===== src/sv/ber_pkg.sv =====
// shared types and codes of the ellipse rasterizer
`default_nettype none
package ber_pkg;

	// request command codes
	localparam logic CMD_START = 1'b0;
	localparam logic CMD_STEP  = 1'b1;

	// controller to datapath
	typedef struct packed {
		logic capture;  // latch start request fields
		logic square;   // rx^2, ry^2
		logic mul;      // rx^2 * ry
		logic norm;     // unrounded start error
		logic init;     // round error, reset x, y, bx
		logic decide;   // pick step direction
		logic update;   // apply step, load point register
	} ber_cmd_t;

	// datapath to controller
	typedef struct packed {
		logic last_pt;  // decided step ends the ellipse
	} ber_sts_t;

endpackage
`default_nettype wire


===== src/sv/ber_if.sv =====
// request and point channel interfaces of the ellipse rasterizer
`default_nettype none
interface ber_req_if #(
	parameter int RADIUS_BITS = 11,
	parameter int COORD_BITS  = 12
) ();
	logic                          valid;
	logic                          ready;
	logic                          command;
	logic signed [COORD_BITS-1:0]  center_x;
	logic signed [COORD_BITS-1:0]  center_y;
	logic        [RADIUS_BITS-1:0] radius_x;
	logic        [RADIUS_BITS-1:0] radius_y;
	logic                          draw_enable;

	modport source (
		output valid, command, center_x, center_y, radius_x, radius_y, draw_enable,
		input  ready
	);
	modport sink (
		input  valid, command, center_x, center_y, radius_x, radius_y, draw_enable,
		output ready
	);
endinterface

interface ber_pt_if #(
	parameter int RADIUS_BITS = 11,
	parameter int COORD_BITS  = 12
) ();
	logic                          valid;
	logic                          ready;
	logic signed [COORD_BITS-1:0]  origin_x;
	logic signed [COORD_BITS-1:0]  origin_y;
	logic        [RADIUS_BITS-1:0] offset_x;
	logic        [RADIUS_BITS-1:0] offset_y;
	logic                          visible;
	logic                          done_res;

	modport source (
		output valid, origin_x, origin_y, offset_x, offset_y, visible, done_res,
		input  ready
	);
	modport sink (
		input  valid, origin_x, origin_y, offset_x, offset_y, visible, done_res,
		output ready
	);
endinterface
`default_nettype wire


===== src/sv/ber_dp.sv =====
// error-term datapath of the ellipse rasterizer
`default_nettype none
module ber_dp #(
	parameter int RADIUS_BITS = 11,
	parameter int COORD_BITS  = 12
) (
	input  logic                          clk,
	input  ber_pkg::ber_cmd_t             cmd,
	output ber_pkg::ber_sts_t             sts,
	input  logic signed [COORD_BITS-1:0]  center_x,
	input  logic signed [COORD_BITS-1:0]  center_y,
	input  logic        [RADIUS_BITS-1:0] radius_x,
	input  logic        [RADIUS_BITS-1:0] radius_y,
	input  logic                          draw_enable,
	output logic signed [COORD_BITS-1:0]  origin_x,
	output logic signed [COORD_BITS-1:0]  origin_y,
	output logic        [RADIUS_BITS-1:0] offset_x,
	output logic        [RADIUS_BITS-1:0] offset_y,
	output logic                          visible,
	output logic                          done_res
);
	localparam int SQW = 2 * RADIUS_BITS;   // squared radius
	localparam int PRW = 3 * RADIUS_BITS;   // rx^2 * ry
	localparam int EW  = 3 * RADIUS_BITS + 8;
	localparam int XW  = RADIUS_BITS + 2;   // x may run one past rx
	localparam int YW  = RADIUS_BITS + 1;   // signed y

	// held start fields
	logic signed [COORD_BITS-1:0]  cx_q, cy_q;
	logic                          en_q;
	logic        [RADIUS_BITS-1:0] rx_q, ry_q;

	// run state: a = rx^2, b = ry^2, p = b*x, q = a*y
	logic [SQW-1:0]       a_q, b_q;
	logic [XW-1:0]        x_q;
	logic signed [YW-1:0] y_q;
	logic signed [EW-1:0] d_q, p_q, q_q;

	// decision stage
	logic                 h_s1, v_s1, last_s1;
	logic signed [EW-1:0] pn_s1, qn_s1;

	logic [SQW-1:0]       rx_sq, ry_sq;
	logic [PRW-1:0]       ary;
	logic signed [EW-1:0] a_e, b_e, t, d_rnd, inc_h, inc_v;
	logic                 d_neg, d_zero, t_pos, h_c, v_c;

	assign rx_sq = {{RADIUS_BITS{1'b0}}, rx_q} * {{RADIUS_BITS{1'b0}}, rx_q};
	assign ry_sq = {{RADIUS_BITS{1'b0}}, ry_q} * {{RADIUS_BITS{1'b0}}, ry_q};
	assign ary   = {{RADIUS_BITS{1'b0}}, a_q} * {{SQW{1'b0}}, ry_q};

	assign a_e = $signed({{(EW-SQW){1'b0}}, a_q});
	assign b_e = $signed({{(EW-SQW){1'b0}}, b_q});

	// n/2 with halves away from zero
	assign d_rnd = (d_q >>> 1) + $signed({{(EW-1){1'b0}}, d_q[0] & ~d_q[EW-1]});

	// direction test
	assign d_neg  = d_q[EW-1];
	assign d_zero = (d_q == '0);
	assign t      = (d_q <<< 1) + (d_neg ? (q_q <<< 1) : -(p_q <<< 1)) - b_e;
	assign t_pos  = ~t[EW-1] & (t != '0);
	assign h_c    = d_neg | d_zero | ~t_pos;
	assign v_c    = ~d_neg | t_pos;

	// error increments of the chosen moves
	assign inc_h = h_s1 ? ((pn_s1 <<< 1) + b_e) : '0;
	assign inc_v = v_s1 ? (a_e - (qn_s1 <<< 1)) : '0;

	always_ff @(posedge clk) begin
		if (cmd.capture) begin
			cx_q <= center_x;
			cy_q <= center_y;
			en_q <= draw_enable;
			rx_q <= radius_x;
			ry_q <= radius_y;
		end
		if (cmd.square) begin
			a_q <= rx_sq;
			b_q <= ry_sq;
		end
		if (cmd.mul) begin
			q_q <= $signed({{(EW-PRW){1'b0}}, ary});
		end
		if (cmd.norm) begin
			d_q <= a_e + b_e - (q_q <<< 2);
		end
		if (cmd.init) begin
			d_q <= d_rnd;
			x_q <= '0;
			y_q <= $signed({1'b0, ry_q});
			p_q <= '0;
		end
		if (cmd.decide) begin
			h_s1    <= h_c;
			v_s1    <= v_c;
			last_s1 <= v_c & (y_q == '0);
			pn_s1   <= p_q + b_e;
			qn_s1   <= q_q - a_e;
		end
		if (cmd.update) begin
			origin_x <= cx_q;
			origin_y <= cy_q;
			offset_x <= x_q[RADIUS_BITS-1:0];
			offset_y <= y_q[RADIUS_BITS-1:0];
			visible  <= en_q;
			done_res <= last_s1;
			x_q      <= x_q + {{(XW-1){1'b0}}, h_s1};
			y_q      <= last_s1 ? '0 : (y_q - $signed({{(YW-1){1'b0}}, v_s1}));
			if (h_s1) begin
				p_q <= pn_s1;
			end
			if (v_s1) begin
				q_q <= qn_s1;
			end
			d_q <= d_q + inc_h + inc_v;
		end
	end

	assign sts.last_pt = last_s1;

endmodule
`default_nettype wire


===== src/sv/ber_ctrl.sv =====
// sequencing controller of the ellipse rasterizer
`default_nettype none
module ber_ctrl (
	input  logic              clk,
	input  logic              arst_n,
	input  logic              in_valid,
	input  logic              command,
	output logic              in_ready,
	output logic              out_valid,
	input  logic              out_ready,
	input  ber_pkg::ber_sts_t sts,
	output ber_pkg::ber_cmd_t cmd
);
	localparam logic [2:0] S_IDLE = 3'd0;
	localparam logic [2:0] S_SQR  = 3'd1;
	localparam logic [2:0] S_MUL  = 3'd2;
	localparam logic [2:0] S_NORM = 3'd3;
	localparam logic [2:0] S_INIT = 3'd4;
	localparam logic [2:0] S_DEC  = 3'd5;
	localparam logic [2:0] S_UPD  = 3'd6;

	logic [2:0] state_q, state_d;
	logic       active_q, out_valid_q;
	logic       out_free, in_fire, is_start, act_eff;

	assign out_free = ~out_valid_q | out_ready;
	assign in_ready = (state_q == S_IDLE) | ((state_q == S_UPD) & out_free);
	assign in_fire  = in_valid & in_ready;
	assign is_start = (command == ber_pkg::CMD_START);
	// run still open after a step applied this cycle
	assign act_eff  = (state_q == S_UPD) ? (active_q & ~sts.last_pt) : active_q;

	always_comb begin
		state_d = state_q;
		case (state_q)
			S_IDLE, S_UPD: begin
				if (state_q == S_IDLE || out_free) begin
					state_d = S_IDLE;
					if (in_fire) begin
						if (is_start) begin
							state_d = S_SQR;
						end else if (act_eff) begin
							state_d = S_DEC;
						end
					end
				end
			end
			S_SQR:   state_d = S_MUL;
			S_MUL:   state_d = S_NORM;
			S_NORM:  state_d = S_INIT;
			S_INIT:  state_d = S_IDLE;
			S_DEC:   state_d = S_UPD;
			default: state_d = S_IDLE;
		endcase
	end

	assign cmd.capture = in_fire & is_start;
	assign cmd.square  = (state_q == S_SQR);
	assign cmd.mul     = (state_q == S_MUL);
	assign cmd.norm    = (state_q == S_NORM);
	assign cmd.init    = (state_q == S_INIT);
	assign cmd.decide  = (state_q == S_DEC);
	assign cmd.update  = (state_q == S_UPD) & out_free;

	always_ff @(posedge clk or negedge arst_n) begin
		if (!arst_n) begin
			state_q     <= S_IDLE;
			active_q    <= 1'b0;
			out_valid_q <= 1'b0;
		end else begin
			state_q <= state_d;
			if (cmd.capture) begin
				active_q <= 1'b1;
			end else if (cmd.update && sts.last_pt) begin
				active_q <= 1'b0;
			end
			if (cmd.update) begin
				out_valid_q <= 1'b1;
			end else if (out_ready) begin
				out_valid_q <= 1'b0;
			end
		end
	end

	assign out_valid = out_valid_q;

	// a point is only produced inside an open run
	a_update_active: assert property (@(posedge clk) disable iff (!arst_n)
		cmd.update |-> active_q)
		else $error("point produced with no ellipse in progress");

	// a start request always enters the load sequence
	a_start_loads: assert property (@(posedge clk) disable iff (!arst_n)
		cmd.capture |=> (state_q == S_SQR) && active_q)
		else $error("start request did not begin loading");

	// a last point closes the run
	a_last_closes: assert property (@(posedge clk) disable iff (!arst_n)
		(cmd.update && sts.last_pt && !cmd.capture) |=> !active_q)
		else $error("run still open after last point");

	// the point register is never overwritten while still held
	a_no_overwrite: assert property (@(posedge clk) disable iff (!arst_n)
		cmd.update |-> (!out_valid_q || out_ready))
		else $error("held point overwritten");

endmodule
`default_nettype wire


===== src/sv/bresenham_ellipse_rasterizer.sv =====
// top level of the first-quadrant bresenham ellipse rasterizer
// usage:
//   req_ch carries requests. command start latches center, radii and draw
//   enable and opens a new ellipse; it produces no point. command step
//   produces the current point on pt_ch and moves one pixel along the arc.
//   a step with no open ellipse (before any start or after the last point)
//   is taken and dropped. done_res marks the last point of a run.
// sequencing:
//   a start is accepted, then passes the setup states for the squares,
//   rx^2*ry product, error sum and rounding before the next request is taken.
//   a step runs a direction decision, then an update; the
//   point appears in the output register at the update, and the
//   next request is taken in that same cycle. the rate is set by the error
//   term recurrence, one point per decide/update pass.
// stalls:
//   the output register holds one point. while it is waiting the block still
//   takes the next request and computes its decision, then waits in the update
//   cycle until the register frees. a start may enter while a point is held.
// reset:
//   arst_n clears the controller: no ellipse open, no point held.
`default_nettype none
module bresenham_ellipse_rasterizer #(
	parameter int RADIUS_BITS = 11,
	parameter int COORD_BITS  = 12
) (
	input  logic   clk,
	input  logic   arst_n,
	ber_req_if.sink  req_ch,
	ber_pt_if.source pt_ch
);
	ber_pkg::ber_cmd_t cmd;
	ber_pkg::ber_sts_t sts;

	// sequencing: handshakes, run flag, output valid
	ber_ctrl u_ctrl (
		.clk       (clk),
		.arst_n    (arst_n),
		.in_valid  (req_ch.valid),
		.command   (req_ch.command),
		.in_ready  (req_ch.ready),
		.out_valid (pt_ch.valid),
		.out_ready (pt_ch.ready),
		.sts       (sts),
		.cmd       (cmd)
	);

	// error-term arithmetic and point register
	ber_dp #(
		.RADIUS_BITS (RADIUS_BITS),
		.COORD_BITS  (COORD_BITS)
	) u_dp (
		.clk         (clk),
		.cmd         (cmd),
		.sts         (sts),
		.center_x    (req_ch.center_x),
		.center_y    (req_ch.center_y),
		.radius_x    (req_ch.radius_x),
		.radius_y    (req_ch.radius_y),
		.draw_enable (req_ch.draw_enable),
		.origin_x    (pt_ch.origin_x),
		.origin_y    (pt_ch.origin_y),
		.offset_x    (pt_ch.offset_x),
		.offset_y    (pt_ch.offset_y),
		.visible     (pt_ch.visible),
		.done_res    (pt_ch.done_res)
	);

endmodule
`default_nettype wire

===== src/flat_wrapper.sv =====
// flat-port wrapper written by rule: the top's interface ports become plain ports
module bresenham_ellipse_rasterizer_flat 
#(
	parameter int RADIUS_BITS = 11,
	parameter int COORD_BITS  = 12
)
  (clk, arst_n, req_ch_valid, req_ch_command, req_ch_center_x, req_ch_center_y, req_ch_radius_x, req_ch_radius_y, req_ch_draw_enable, req_ch_ready, pt_ch_valid, pt_ch_origin_x, pt_ch_origin_y, pt_ch_offset_x, pt_ch_offset_y, pt_ch_visible, pt_ch_done_res, pt_ch_ready);
  ber_req_if #(.RADIUS_BITS(RADIUS_BITS), .COORD_BITS(COORD_BITS)) req_ch_i ();
  ber_pt_if #(.RADIUS_BITS(RADIUS_BITS), .COORD_BITS(COORD_BITS)) pt_ch_i ();
  input  logic clk;
  input  logic arst_n;
  input wire logic [$bits(req_ch_i.valid)-1:0] req_ch_valid;
  input wire logic [$bits(req_ch_i.command)-1:0] req_ch_command;
  input wire logic [$bits(req_ch_i.center_x)-1:0] req_ch_center_x;
  input wire logic [$bits(req_ch_i.center_y)-1:0] req_ch_center_y;
  input wire logic [$bits(req_ch_i.radius_x)-1:0] req_ch_radius_x;
  input wire logic [$bits(req_ch_i.radius_y)-1:0] req_ch_radius_y;
  input wire logic [$bits(req_ch_i.draw_enable)-1:0] req_ch_draw_enable;
  output wire logic [$bits(req_ch_i.ready)-1:0] req_ch_ready;
  output wire logic [$bits(pt_ch_i.valid)-1:0] pt_ch_valid;
  output wire logic [$bits(pt_ch_i.origin_x)-1:0] pt_ch_origin_x;
  output wire logic [$bits(pt_ch_i.origin_y)-1:0] pt_ch_origin_y;
  output wire logic [$bits(pt_ch_i.offset_x)-1:0] pt_ch_offset_x;
  output wire logic [$bits(pt_ch_i.offset_y)-1:0] pt_ch_offset_y;
  output wire logic [$bits(pt_ch_i.visible)-1:0] pt_ch_visible;
  output wire logic [$bits(pt_ch_i.done_res)-1:0] pt_ch_done_res;
  input wire logic [$bits(pt_ch_i.ready)-1:0] pt_ch_ready;
  assign req_ch_i.valid = req_ch_valid;
  assign req_ch_i.command = req_ch_command;
  assign req_ch_i.center_x = req_ch_center_x;
  assign req_ch_i.center_y = req_ch_center_y;
  assign req_ch_i.radius_x = req_ch_radius_x;
  assign req_ch_i.radius_y = req_ch_radius_y;
  assign req_ch_i.draw_enable = req_ch_draw_enable;
  assign req_ch_ready = req_ch_i.ready;
  assign pt_ch_valid = pt_ch_i.valid;
  assign pt_ch_origin_x = pt_ch_i.origin_x;
  assign pt_ch_origin_y = pt_ch_i.origin_y;
  assign pt_ch_offset_x = pt_ch_i.offset_x;
  assign pt_ch_offset_y = pt_ch_i.offset_y;
  assign pt_ch_visible = pt_ch_i.visible;
  assign pt_ch_done_res = pt_ch_i.done_res;
  assign pt_ch_i.ready = pt_ch_ready;
  bresenham_ellipse_rasterizer #(.RADIUS_BITS(RADIUS_BITS), .COORD_BITS(COORD_BITS)) u_core (.clk(clk), .arst_n(arst_n), .req_ch(req_ch_i), .pt_ch(pt_ch_i));
endmodule

===== config.mk =====
export PLATFORM = sky130hd
export DESIGN_NAME = bresenham_ellipse_rasterizer_flat
export DESIGN_NICKNAME = d
export VERILOG_FILES = /design/src/sv/ber_pkg.sv /design/src/sv/ber_if.sv /design/src/sv/ber_dp.sv /design/src/sv/ber_ctrl.sv /design/src/sv/bresenham_ellipse_rasterizer.sv /design/src/flat_wrapper.sv
export SDC_FILE = /design/constraint.sdc
export NUM_CORES = 2
export LEC_CHECK = 0
export ABC_AREA = 1
export BUFFER_PORTS_ARGS = -buffer_cell sky130_fd_sc_hd__buf_4
export CAP_MARGIN = 0
export CORE_ASPECT_RATIO = 1.5
export CORE_MARGIN = 2
export CORE_UTILIZATION = 30
export CTS_CLUSTER_DIAMETER = 150
export CTS_CLUSTER_SIZE = 30
export DETAILED_ROUTE_END_ITERATION = 7
export PLACE_DENSITY = 0.5
export SYNTH_ARGS = -nofsm -noshare
export SYNTH_HDL_FRONTEND = slang
export SYNTH_HIERARCHICAL = 1
export SYNTH_SLANG_ARGS = --single-unit

===== constraint.sdc =====
create_clock -name clk -period 6.65 [get_ports clk]
set_clock_uncertainty 0.2 [all_clocks]
set_input_delay 0.665 -clock clk [delete_from_list [all_inputs] [get_ports clk]]
set_output_delay 0.665 -clock clk [all_outputs]
set_load 0.02 [all_outputs]

[Word level (Yosys, flattened, before mapping)]
Cells that the tools add are included.
Word-level totals
  word-level logic and storage cells: 106
  bits of input ports: 52
  register bits after elaboration: 377
Cells by class
  $mul: 3
  muxes and demuxes: 27
  bitwise gates (word level): 18
  add/sub/neg operators: 14
  reduce and logical (&&, ||, !) cells: 11
  equal/unequal tests: 7
Operator list (count)
  41-bit two-way mux: 12
  41-bit adder: 3
  41-bit by 23-bit subtractor with 41-bit output: 2
  11-bit by 11-bit multiplier with 22-bit output: 2
  40-bit by 2-bit adder with 41-bit output: 1
  41-bit by 22-bit adder with 41-bit output: 1
  41-bit by 23-bit adder with 41-bit output: 1
  41-bit zero test: 1
  41-bit negator: 1
  41-bit nonzero test: 1
  22-bit by 41-bit subtractor with 41-bit output: 1
  24-bit by 41-bit subtractor with 41-bit output: 1
  12-bit two-way mux: 3
  22-bit by 11-bit multiplier with 33-bit output: 1
  13-bit two-way mux: 2
  22-bit by 22-bit adder with 23-bit output: 1
  3-bit one-hot mux with 5 select lines: 1
  13-bit by 1-bit adder with 13-bit output: 1
  12-bit zero test: 1
  3-bit two-way mux: 4
  12-bit by 1-bit subtractor with 12-bit output: 1
  3-bit == test, second input constant: 3
  1-bit AND: 7
  3-bit by 2-bit == test with 1-bit output, second input constant: 2
  other kinds (11): 26

[Depth between registers and ports, before layout]
  depth in word-level cells: 8
  mapped depth: 35
  depth with buffers taken out: 35

[Cells and area by module]
Netlist, hierarchy kept.
By module, submodules not included
  ber_dp: sequential area each 10129.7 µm², area each 46125.5 µm², times used 1, cells an instance 6319
  ber_ctrl: sequential area each 125.1 µm², area each 324.1 µm², times used 1, cells an instance 41

[Worst setup path before layout]
OpenSTA, ideal clock, no wires.
  kind: register -> register
  start point: register u_core.u_dp.a_q[3]
  end point: register u_core.u_dp.q_q[27]
  buffers on the path: 1
  setup time: 0.118 ns
  data arrival time: 5.056 ns
  required time: 6.332 ns
  stages on the path, launching flop included: 23
  setup slack: 1.276 ns
  cells stage by stage: edfxtp_1 > clkbuf_1 > nand2_1 > inv_1 > fa_1 > inv_1 > fa_1 > inv_1 > fa_1 > fa_1 > inv_1 > fa_1 > inv_1 > ha_1 > a21oi_1 > o21ai_0 > a21oi_1 > o21ai_2 > a21oi_1 > o21ai_0 > or2_2 > nand3_1 > a21oi_1
Between the ends
  longest elaborated chain between the ends: 4
Ends and longest elaborated chain
  start: declaration: RTL line ber_dp.sv:34  | logic [SQW-1:0] a_q, b_q;
  start signal: assignment: RTL line ber_dp.sv:79  | a_q <= rx_sq;
  22-bit by 11-bit multiplier with 33-bit output *: RTL line ber_dp.sv:50  | assign ary = {{RADIUS_BITS{1'b0}}, a_q} * {{SQW{1'b0}}, ry_q};
  41-bit two-way mux *: RTL line ber_dp.sv:82  | if (cmd.mul) begin
  41-bit two-way mux: RTL line ber_dp.sv:113  | if (v_s1) begin
  41-bit two-way mux *: RTL line ber_dp.sv:101  | if (cmd.update) begin
  end signal: assignment: RTL line ber_dp.sv:83  | q_q <= $signed({{(EW-PRW){1'b0}}, ary});
  end signal: assignment: RTL line ber_dp.sv:114  | q_q <= qn_s1;
  end: declaration: RTL line ber_dp.sv:37  | logic signed [EW-1:0] d_q, p_q, q_q;
Every way passes the cells marked *; elsewhere a longest branch is shown, timed or not.
A chain may end at the register's enable or synchronous reset.

[Worst setup path in the final report]
  start point: register u_core.u_dp.a_q[8]
  end point: register u_core.u_dp.q_q[22]
The elaborated chain is that of the path after synthesis.

==> impl_metrics.ini <==
[logic_synthesis]
synth_top_area_share_pct = 18.36
async_flop_share_pct = 1.355
synth_edf_count = 284
synth.most_common_cell = nand2_1
yosysSeqAreaShare_pct = 22.08
syn_area_um2 = 46450
yosys-top-cells-count = 1439 x nand2_1, 1324 x inv_1, 483 x nor2_1, 426 x a21oi_1, 404 x ha_1
syn_inst = 6360
syn_avg_cell_area_um2 = 7.303
synth_ff_type = edfxtp_1
ys_ff_latch = 369
yosysWarnings = 6
synthTopCellsByArea = edfxtp_1 18%, fa_1 16%, nand2_1 12%
synth_top_area_cell = edfxtp_1
ys_types = 70

[sta]
worst_slack_ns = 0.2861
rsz0062_at_grt = false
worstMarginPinSlew_ns = 1.115
finalHoldViolations = 0
finalCritPeriodShare_pct = 95.70
finalSetupViolations = 0
max_freq_mhz = 157.1
slew_viol_final = 0
hold_slack_ns = 0.02837
relSlewSlack_pct = 25.56
tns_ns = 0
fin_crit_ns = 6.364

[critical_path]
cp-start-kind = flop
path_max_fanout = 9
r2r-start = u_core/u_dp/a_q[8]
cp-end-kind = flop
arrival_ns = 6.65
crit_start = u_core/u_dp/a_q[8]
r2r_setup_slack_ns = 0.29
path_class = reg2reg
r2r_cells = 22
r2r_end = u_core/u_dp/q_q[22]
critPathRequiredTime_ns = 6.93

[global_route]
grt_pass1_vias = 43720
grtUsageMet2_pct = 43.02
grt_overflow_total = 0
top_usage_layer = met2
grtUsageTotal_pct = 23.72
grt_first_pass_wirelength_um = 278100
antenna_found_initial = 3
met3_usage_pct = 2.720
grt_max_degree = 58
met1_usage_pct = 23.01

[job]
maxCapViolations = 0

[status]
status = completed

[placement]
dp.final_hpwl_um = 158200
io_buffers = 101
gp_congestion = 1.073
pre_cts_ws_ns = 0.2384
dpl_cell_area_um2 = 50160

[clock_tree]
clock_sinks = 369
cts_buffer_depth = 3
clock_latency_ns = 0.64
cts_tree = yes
clk_pin_slew_ns = 0.14
numCtsBuffers = 18
cts_root_buffer = clkbuf_16
h-tree-depth = 1
postCtsResizedCells = 0

[floorplan]
floorplan.initialDensity_pct = 30.26
core_area_um2 = 153500
io_pins = 102
die_height_um = 485.9
dieArea_um2 = 158100
die_w_um = 325.3
rows = 176

[route]
drtIter0Drc = 2564
drt-pass1-iter-count = 6
ant_nets = 0
via_count = 42080
viasPerCell = 4.926
drt_wl_total_um = 189200
post_drt_wl_per_cell_um = 22.15
remaining_drc_errors = 0

[layout]
fin_area_um2 = 51070
drive_above_1_share_pct = 5.421
fillers = 16690
nets = 7301
syn2layout_area_growth_pct = 9.956

[worst_hold_path]
hp-start = req_ch_radius_y[5]
min_delay_path_depth = 1
min_delay_worst_endpoint = u_core/u_dp/ry_q[5]
min_path_type = in2reg
==> layer usage <==
metal	vias up	routed length [um]
li1	20480	-
met5	-	25
met4	4	22680
met1	20180	64810
met3	416	7121
met2	996	94530
==> cell type report <==
class | count | area [um2] | share of cell area (%)
multi-input combinational | 4512 | 30680 | 60.07
sequential | 369 | 10250 | 20.08
inverter | 1333 | 5006 | 9.802
tap | 2047 | 2561 | 5.015
timing repair buffer | 247 | 1947 | 3.812
clock buffer | 27 | 526.8 | 1.031
clock inverter | 5 | 93.84 | 0.1837
antenna | 2 | 5.005 | 0.009799
==> placed cells by master (no fill, tap or decap), types with 8 or more instances in the layout <==
cell	count
nand2_1	1439
inv_1	1320
nor2_1	479
a21oi_1	426
ha_1	404
fa_1	364
o21ai_0	308
edfxtp_1	284
nand3_1	279
buf_4	218
xor2_1	165
nor3_1	86
xnor2_1	80
dfxtp_1	80
nand4_1	58
nor4_1	46
a31oi_1	43
a21o_1	28
or2_2	28
dlygate4sd3_1	27
o21ai_1	27
o211ai_1	22
a22oi_1	21
clkbuf_16	20
o21a_1	19
o21bai_1	19
nand3b_1	13
o22ai_1	13
nor2_2	12
inv_2	10
nor3_2	9
o221ai_1	9
o31ai_1	9
o21ai_2	8
==> worst max-delay path by stage <==
stage,endpoint,slack [ns],cells past startpoint
after floorplan,u_core/u_dp/q_q[27],1.28,22
after global placement,u_core/u_dp/q_q[21],0.24,22
after detailed placement,u_core/u_dp/q_q[24],0.24,22
after CTS,u_core/u_dp/q_q[21],0.16,22
after global routing,u_core/u_dp/q_q[22],0.005,22
final,u_core/u_dp/q_q[22],0.29,22
==> cells by family after synthesis <==
logic type / count (synthesis) / share of synthesized area (%)
flip-flops: 369 / 22.08
adder cells (fa/ha/maj): 768 / 26.57
other: 2 / 0.01617
XOR/XNOR: 245 / 4.620
buffers and inverters: 1483 / 12.00
multiplexers: 1 / 0.02155
AND/OR/NAND/NOR: 2499 / 22.77
AO/OA/AOI/OAI: 993 / 11.93
==> state kept, by name, summed over array words and instances, names as in the netlist, 12 cells and up <==
signal                flops
u_core/u_dp/p_q          40
u_core/u_dp/a_q          21
u_core/u_dp/pn_s1        40
u_core/u_dp/b_q          21
u_core/u_dp/cx_q         12
u_core/u_dp/y_q          12
u_core/u_dp/q_q          40
u_core/u_dp/origin_x     12
u_core/u_dp/cy_q         12
u_core/u_dp/qn_s1        40
u_core/u_dp/d_q          41
u_core/u_dp/origin_y     12
==> critical path, stage by stage (launching register included) <==
cell and delay (ns):
edfxtp_1 0.86, buf_4 0.25, nand2_1 0.09, fa_1 0.55, inv_1 0.05, fa_1 0.46, fa_1 0.52, fa_1 0.55
inv_1 0.06, fa_1 0.52, inv_1 0.04, ha_1 0.37, nand2_1 0.14, nor2_1 0.16, inv_1 0.13, nor3_1 0.15
nand2_1 0.11, nand2_1 0.20, inv_1 0.07, o21ai_1 0.18, or2_2 0.14, nand3_1 0.14, a22oi_1 0.26
==> per-stage QoR <==
stage,util [%],instances
finish,33.28,8542
global route,33.27,8541
CTS,33.26,8538
detailed placement,32.68,8479
global placement,32.68,8479
floorplan,-,6364
==> timing repair <==
item	in CTS	in global routing
endpoints found under the setup margin	0	3
hold buffers	27	0
endpoints found under the hold margin	31	0
setup buffers	0	2
Power is left out: the tool's default activity adds up to more than one toggle a clock period on the data nets, which glitch-free logic cannot reach.
